<file path="src/hw/rtl/timing_wheel_scheduler_unit_macros.svh">
// assertion macros for the timing wheel scheduler
`ifndef TIMING_WHEEL_SCHEDULER_UNIT_MACROS_SVH
`define TIMING_WHEEL_SCHEDULER_UNIT_MACROS_SVH
`ifndef NO_ASSERTIONS
`define TWS_ASSERT_NOW(label, ante, cons) \
  label: assert property (@(posedge clk) disable iff (rst) (ante) |-> (cons)) \
    else $error("timing wheel check failed");
`define TWS_ASSERT_NEXT(label, ante, cons) \
  label: assert property (@(posedge clk) disable iff (rst) (ante) |=> (cons)) \
    else $error("timing wheel check failed");
`else
`define TWS_ASSERT_NOW(label, ante, cons)
`define TWS_ASSERT_NEXT(label, ante, cons)
`endif
`endif

</file>
<file path="src/hw/rtl/tws_pkg.sv">
// package with sizes, codes and types of the timing wheel scheduler
`default_nettype none
package tws_pkg;
  localparam int SLOTS        = 64;
  localparam int POOL_ENTRIES = 32;
  localparam int SLOT_W       = $clog2(SLOTS);
  localparam int ENTRY_W      = 6;
  localparam int POOL_IW      = (POOL_ENTRIES > 1) ? $clog2(POOL_ENTRIES) : 1;
  localparam logic [ENTRY_W-1:0] NIL = 6'd63;

  localparam logic ACT_SET  = 1'b0;
  localparam logic ACT_TICK = 1'b1;
  localparam logic KIND_ACK  = 1'b0;
  localparam logic KIND_FIRE = 1'b1;

  typedef enum logic [2:0] {
    S_IDLE, S_FRD, S_FIRE, S_MRD, S_MWR
  } state_t;

  typedef struct packed {
    logic               we;
    logic [SLOT_W-1:0]  waddr;
    logic [ENTRY_W-1:0] wdata;
    logic [SLOT_W-1:0]  raddr;
  } slot_req_t;
endpackage
`default_nettype wire

</file>
<file path="src/hw/rtl/tws_slot_ram.sv">
// slot head memory with per-slot valid bits and registered read
`default_nettype none
module tws_slot_ram
  import tws_pkg::*;
(
  input  wire logic               clk,
  input  wire logic               rst,
  input  wire slot_req_t          req,
  output logic [ENTRY_W-1:0]      rdata
);
  logic [ENTRY_W-1:0] mem [SLOTS];
  logic [SLOTS-1:0]   valid;

  // storage write and read, old data on same-address access
  always_ff @(posedge clk) begin
    rdata <= valid[req.raddr] ? mem[req.raddr] : NIL;
    if (req.we) begin
      mem[req.waddr] <= req.wdata;
    end
  end

  // valid bits, empty after reset
  always_ff @(posedge clk) begin
    if (rst) begin
      valid <= '0;
    end else if (req.we) begin
      valid[req.waddr] <= 1'b1;
    end
  end
endmodule
`default_nettype wire

</file>
<file path="src/hw/rtl/timing_wheel_scheduler_unit.sv">
// top level of the timing wheel scheduler: list sequencer and output register
// A set item gives one acknowledgement item. A tick item fires the entries of
// the current slot and then moves the pending entries onto the wheel. The
// sequencer fires one list entry per cycle while the output side does not
// stall, and each move needs a read and a write of the single-port slot head
// memory. The slot memory is empty right after reset through per-slot valid
// bits, so no clearing pass. No new item is taken while a tick is in progress.
`default_nettype none
`include "timing_wheel_scheduler_unit_macros.svh"
module timing_wheel_scheduler_unit
  import tws_pkg::*;
(
  input  wire logic        clk,
  input  wire logic        rst,
  input  wire logic        s_tvalid,
  output logic             s_tready,
  input  wire logic [47:0] s_tdata,   // delay_ticks[15:0], payload[47:16]
  input  wire logic        s_tuser,   // action
  output logic             m_tvalid,
  input  wire logic        m_tready,
  output logic [39:0]      m_tdata,   // accepted[0], fired_payload[32:1], zero fill
  output logic             m_tuser,   // kind
  output logic             m_tlast
);
  state_t state, state_next;
  logic [ENTRY_W-1:0] entry_next [POOL_ENTRIES];
  logic [31:0]        entry_payload [POOL_ENTRIES];
  logic [15:0]        entry_delay [POOL_ENTRIES];
  logic [ENTRY_W-1:0] free_head, pending_head, cur;
  logic [SLOT_W-1:0]  pos, tgt;
  logic [ENTRY_W-1:0] rdata;
  slot_req_t          req;

  logic               out_free, emit, o_acc, o_kind, o_last;
  logic [31:0]        o_pay;
  logic               in_acc, cur_ok, fh_ok;
  logic [POOL_IW-1:0] ci, fi;
  logic [ENTRY_W-1:0] cur_nx;
  logic [SLOT_W:0]    tgt_sum;
  logic [SLOT_W-1:0]  tgt_calc, pos_inc;

  tws_slot_ram u_slot (.clk(clk), .rst(rst), .req(req), .rdata(rdata));

  assign out_free = !m_tvalid || m_tready;
  assign s_tready = (state == S_IDLE) && out_free;
  assign in_acc   = s_tvalid && s_tready;
  assign ci       = cur[POOL_IW-1:0];
  assign fi       = free_head[POOL_IW-1:0];
  assign cur_ok   = cur < ENTRY_W'(POOL_ENTRIES);
  assign fh_ok    = free_head < ENTRY_W'(POOL_ENTRIES);
  assign cur_nx   = entry_next[ci];
  assign pos_inc  = (pos == SLOT_W'(SLOTS - 1)) ? '0 : pos + 1'b1;

  // target slot of the pending entry at the walk pointer
  always_comb begin
    tgt_sum  = {1'b0, SLOT_W'(entry_delay[ci] % SLOTS)} + {1'b0, pos};
    tgt_calc = (tgt_sum >= (SLOT_W+1)'(SLOTS)) ? SLOT_W'(tgt_sum - (SLOT_W+1)'(SLOTS))
                                              : tgt_sum[SLOT_W-1:0];
  end

  // sequencer next state, slot memory requests and result selection
  always_comb begin
    state_next = state;
    req        = '{we: 1'b0, waddr: pos, wdata: NIL, raddr: pos};
    emit       = 1'b0;
    o_kind     = KIND_ACK;
    o_acc      = 1'b0;
    o_pay      = '0;
    o_last     = 1'b1;
    case (state)
      S_IDLE: begin
        if (in_acc) begin
          if (s_tuser == ACT_SET) begin
            emit  = 1'b1;
            o_acc = fh_ok;
          end else begin
            req.we     = 1'b1;
            state_next = S_FRD;
          end
        end
      end
      S_FRD: state_next = S_FIRE;
      S_FIRE: begin
        if (!cur_ok) begin
          state_next = S_MRD;
        end else if (out_free) begin
          emit   = 1'b1;
          o_kind = KIND_FIRE;
          o_acc  = 1'b1;
          o_pay  = entry_payload[ci];
          o_last = !(cur_nx < ENTRY_W'(POOL_ENTRIES));
        end
      end
      S_MRD: begin
        req.raddr = tgt_calc;
        state_next = cur_ok ? S_MWR : S_IDLE;
      end
      S_MWR: begin
        req.we     = 1'b1;
        req.waddr  = tgt;
        req.wdata  = cur;
        state_next = S_MRD;
      end
      default: state_next = S_IDLE;
    endcase
  end

  // state register
  always_ff @(posedge clk) begin
    if (rst) begin
      state <= S_IDLE;
    end else begin
      state <= state_next;
    end
  end

  // list control registers
  always_ff @(posedge clk) begin
    if (rst) begin
      free_head    <= '0;
      pending_head <= NIL;
      pos          <= '0;
      cur          <= NIL;
      for (int i = 0; i < POOL_ENTRIES; i++) begin
        entry_next[i] <= (i + 1 < POOL_ENTRIES) ? ENTRY_W'(i + 1) : NIL;
      end
    end else begin
      case (state)
        S_IDLE: begin
          if (in_acc && s_tuser == ACT_SET && fh_ok) begin
            free_head      <= entry_next[fi];
            entry_next[fi] <= pending_head;
            pending_head   <= free_head;
          end
        end
        S_FRD: cur <= rdata;
        S_FIRE: begin
          if (!cur_ok) begin
            pos <= pos_inc;
            cur <= pending_head;
          end else if (out_free) begin
            entry_next[ci] <= free_head;
            free_head      <= cur;
            cur            <= cur_nx;
          end
        end
        S_MRD: begin
          tgt <= tgt_calc;
          if (!cur_ok) begin
            pending_head <= NIL;
          end
        end
        S_MWR: begin
          entry_next[ci] <= rdata;
          cur            <= cur_nx;
        end
        default: ;
      endcase
    end
  end

  // entry payload and delay, written by a stored set
  always_ff @(posedge clk) begin
    if (state == S_IDLE && in_acc && s_tuser == ACT_SET && fh_ok) begin
      entry_delay[fi]   <= s_tdata[15:0];
      entry_payload[fi] <= s_tdata[47:16];
    end
  end

  // output register
  always_ff @(posedge clk) begin
    if (rst) begin
      m_tvalid <= 1'b0;
    end else if (emit) begin
      m_tvalid <= 1'b1;
    end else if (m_tready) begin
      m_tvalid <= 1'b0;
    end
  end

  always_ff @(posedge clk) begin
    if (emit) begin
      m_tdata <= {7'd0, o_pay, o_acc};
      m_tuser <= o_kind;
      m_tlast <= o_last;
    end
  end

  `TWS_ASSERT_NOW(a_busy_not_ready, state != S_IDLE, !s_tready)
  `TWS_ASSERT_NOW(a_ack_is_last, m_tvalid && m_tuser == KIND_ACK, m_tlast)
  `TWS_ASSERT_NOW(a_free_head_ok, 1'b1, fh_ok || free_head == NIL)
  `TWS_ASSERT_NEXT(a_hold_stalled, m_tvalid && !m_tready, m_tvalid && $stable(m_tdata))
endmodule
`default_nettype wire

</file>
<file path="config.mk">
export PLATFORM = sky130hd
export DESIGN_NAME = timing_wheel_scheduler_unit
export DESIGN_NICKNAME = d
export VERILOG_FILES = /design/src/hw/rtl/tws_pkg.sv /design/src/hw/rtl/tws_slot_ram.sv /design/src/hw/rtl/timing_wheel_scheduler_unit.sv
export VERILOG_INCLUDE_DIRS = /design/src /design/src/hw/rtl
export SDC_FILE = /design/constraint.sdc
export NUM_CORES = 2
export LEC_CHECK = 0
export CORE_MARGIN = 2
export CORE_UTILIZATION = 60
export CTS_BUF_LIST = sky130_fd_sc_hd__clkbuf_2 sky130_fd_sc_hd__clkbuf_4 sky130_fd_sc_hd__clkbuf_8
export CTS_CLUSTER_SIZE = 20
export DETAILED_ROUTE_END_ITERATION = 16
export DONT_BUFFER_PORTS = 1
export PLACE_DENSITY = 0.76
export SKIP_CTS_REPAIR_TIMING = 1
export SLEW_MARGIN = 40
export SYNTH_ARGS = -nofsm -noshare
export SYNTH_HDL_FRONTEND = slang
export SYNTH_SLANG_ARGS = --single-unit
</file>
<file path="constraint.sdc">
create_clock -name clk -period 14.29 [get_ports clk]
set_clock_uncertainty 0.1 [all_clocks]
set_input_delay 1.429 -clock clk [delete_from_list [all_inputs] [get_ports clk]]
set_output_delay 1.429 -clock clk [all_outputs]
set_load 0.03 [all_outputs]
</file>
==> summary.md <==
| Metric | Value |
|---|---|
| RSZ-0062 raised after global routing | `no` |
| Crit path DAT | `slightly above 8 ns` |
| Crit path cell chain | `buf_6 > mux4_2 > mux4_2 > mux2_2 > fa_1 > and4b_1 > buf_4 > a21o_4 > buf_4 > buf_4 > buf_12 > a211oi_1 > a311oi_1 > o21ba_2 > a311oi_1 > a22oi_2 > o22ai_1` |
| Worst VDD drop | `0.141 mV` |
| Most used cell, CP | `buf_4` |
| WL/cell | `between 20 and 30 um` |
| Crit. End Element | `register` |
| FF+latch count, synth | `roughly 1,900` |
| CP Class | `reg2reg` |
| Row count | `132` |
| Via-per-instance ratio | `6.55` |
| Initial core utilization | `about three fifths` |
| H-tree depth | `5` |
| Vias in the first global route | `41,197` |
| Status | `finished, final reports clean` |
| GR Overflow Total | `0` |
| Period utilisation layout | `about 52%` |
| Starting DRT DRC Count | `5,610` |
| Area Overhead vs Synth | `11.1%` |
| Placed insts | `5,783` |
| Die ar. | `between 100,000 and 150,000 sq um` |
| Clock Latency Late Sink | `1.05 ns` |
| Seq pwr share | `around 53%` |
| Worst EP required | `15.04 ns` |
| P_int | `slightly above 9 mW` |
| Seq/Total Area, Yosys | `73.3%` |
| Via count | `between 40,000 and 50,000` |
| Die Y | `365 um` |
| Maxcap violations | `0` |
| Number of synthesized flops with an enable pin | `1,833` |
| Clock share of power | `38.0%` |
| Max Freq | `135 MHz` |
| Post-DP HPWL | `100,000 um` |
| Post-place setup slack | `between 6 and 7 ns` |
| Async SR Flop Fraction | `0%` |
| Final WL | `183,000 um` |
| Switching power | `2.72 mW` |
| Primary FF master, synth | `edfxtp_1` |
| Cts bufs inserted | `~310` |
| Initial antenna violation count | `3` |
| Final non-filler cell total | `6,312` |
| Antenna-violating nets left | `0` |
| Lkg Pwr | `between 20 and 30 nW` |
| CTS root buf | `clkbuf_8` |
| Layout cells sized above 1 | `26.5%` |
| Clock Pin Slew Worst Setup and Hold Paths | `0.06 ns` |
| Fin Hold WS | `0.369 ns` |
| Worst Max-Slew Pin Slew | `0.892 ns` |
| Port bufs | `0` |
| Core box area | `roughly 130,000 sq um` |
| Critical-path top delay cell | `a21o_4` |
| First-pass GRT wire length | `around 270,000 um` |
| Die W | `365 um` |
| Critical path's largest stage delay | `~0.66 ns` |
| DRT Pass-1 Iters | `6` |
| I/O pins | `just under 100` |
| Setup-failing EPs final | `0` |
| Worst Setup Slack, final | `6.90 ns` |
| Total Neg Setup Slack | `0 ns` |
| Synthesized area | `slightly below 80,000 sq um` |
| Clock Tree Buf Depth | `4` |
| Pin count of the biggest net entering global routing | `136` |
| WP buf/inv | `5` |
| Worst relative slew slack | `between 40 and 50%` |
| Hold crit path type | `reg2reg` |
| Total GRT Usage | `28.0%` |
| Ys Warns | `0` |
| Clock sinks | `1,941` |
| Switching Fraction | `22.5%` |
| Logic gate share of total power | `under 10%` |
| Yosys cell types | `between 70 and 80` |
| Nets@finish | `4,420` |
| CTS tree | `done` |
| Fill cell count | `8,125` |
| Final min period | `7.39 ns` |
| CP max FO | `55` |
| Crit path max-delay family | `buffers and inverters` |
| Post-Synthesis Cells | `~4,200` |
| Drt drc | `0` |
| Syn Area/Cell | `about 19 sq um` |
| Max-slew violation count | `0` |
| Total power per unit cell area | `139 nW/um^2` |
| Fin. Hold Viols | `0` |
| Routability cong. | `about 0.84` |
| Startpoint types | `register` |
-- flip-flops by register name (all words and copies together) (netlist names), named ones only --
name / cells
state: 3
entry_payload: 1024
u_slot.rdata: 6
u_slot.mem: 384
pos: 6
m_tlast: 1
free_head: 6
u_slot.valid: 64
m_tuser: 1
pending_head: 6
entry_next: 192
cur: 6
entry_delay: 192
m_tdata: 33
m_tvalid: 1
tgt: 6
-- power by group through the flow --
stage	Combinational, mW	Sequential [mW]	Clock [mW]
CTS	1.13	6.35	4.65
finish	1.14	6.35	4.60
floorplan	0.888	6.41	0
detailed placement	1.13	6.47	0
global placement	1.09	6.49	0
global route	1.20	6.35	4.89
-- worst register-to-register path: cells and delay by family, from the launching register on --
family	cells	cell delay, ns
AO/OA/AOI/OAI	7	1.98
adder cells (fa/ha/maj)	1	0.54
buffers and inverters	5	2.40
flip-flops	1	0.62
multiplexers	3	1.40
AND/OR/NAND/NOR	1	0.19
-- worst paths after layout --
check,end,startpoint,slack [ns],cells past startpoint
worst max-delay path,u_slot.rdata[1]$_SDFF_PN1_,register,6.90,17
worst min-delay path,u_slot.valid[54]$_SDFFE_PP0P_,u_slot.valid[54]$_SDFFE_PP0P_,0.37,2
worst max register to register,u_slot.rdata[1]$_SDFF_PN1_,register,6.90,17
worst min register to register,u_slot.valid[54]$_SDFFE_PP0P_,u_slot.valid[54]$_SDFFE_PP0P_,0.37,2
-- routing by layer --
layer / routed length, um / up-vias / global-route usage (%)
li1: - / 17253 / -
met1: 68600 / 21272 / 38.7
met2: 88600 / 2392 / 43.8
met3: 19200 / 398 / 6.70
met4: 6320 / 0 / 11.1
met5: 0 / - / 0
-- area by class of cell --
cell class,count,area [sq um],share of cell area (%)
flip-flops and latches,1941,57200,66.0
clock buffers,434,5310,6.12
clock inverters,87,594,0.686
multi-input cells,1956,20000,23.0
repair buffers,112,1270,1.46
inverters,38,143,0.165
diodes,2,5.00,0.00577
well taps,1742,2180,2.51
-- cell usage after synthesis (17+ instances only) --
| cell | count | area share (%) |
|---|---|---|
| buf_2 | 40 | 0.26 |
| nor3_1 | 17 | 0.11 |
| nand2b_1 | 48 | 0.38 |
| buf_1 | 59 | 0.28 |
| and3_1 | 18 | 0.14 |
| mux4_2 | 527 | 15 |
| nor2_1 | 389 | 1.9 |
| a211oi_1 | 64 | 0.62 |
| a311oi_1 | 29 | 0.33 |
| o22ai_1 | 19 | 0.15 |
| inv_1 | 37 | 0.18 |
| dfxtp_1 | 108 | 2.8 |
| clkbuf_1 | 176 | 0.85 |
| nand2_1 | 366 | 1.8 |
| mux2i_1 | 50 | 0.64 |
| a21oi_1 | 53 | 0.34 |
| edfxtp_1 | 1833 | 71 |
| nand3_1 | 135 | 0.87 |
| a31oi_1 | 30 | 0.24 |
-- stage by stage --
| step | util (%) | area (sq um) | total power [mW] |
|---|---|---|---|
| 3_5_place_dp | 62.4 | 80600 | 7.60 |
| 6_report | 67.0 | 86700 | 12.1 |
| 3_3_place_gp | 62.0 | 80100 | 7.57 |
| 5_1_grt | 67.0 | 86700 | 12.4 |
| 2_1_floorplan | - | 78100 | 7.30 |
| 4_1_cts | 66.9 | 86500 | 12.1 |
-- cells by family after synthesis --
logic type / count (synthesis) / synth area share (%)
adder cells (fa/ha/maj): 7 / 0.122
buffers and inverters: 325 / 1.70
AND/OR/NAND/NOR: 1046 / 5.84
flip-flops: 1941 / 73.3
other: 1 / 0.00480
XOR/XNOR: 8 / 0.0898
multiplexers: 595 / 16.2
AO/OA/AOI/OAI: 293 / 2.76
-- layout by cell type (no fill, tap or decap), drive strengths merged, types with 12 or more instances in the layout --
master	instances
inv	38
nand3	135
mux4	531
nor3	17
nand2	366
edfxtp	1833
dfxtp	108
a31oi	30
a21oi	56
clkbuf	434
nand2b	48
buf	112
and3	18
o22a	12
a311oi	29
clkinv	74
mux2	14
nand4	16
o22ai	19
mux2i	50
a32oi	16
a211oi	64
nor2	390
Power figures use the tool's default switching activity.
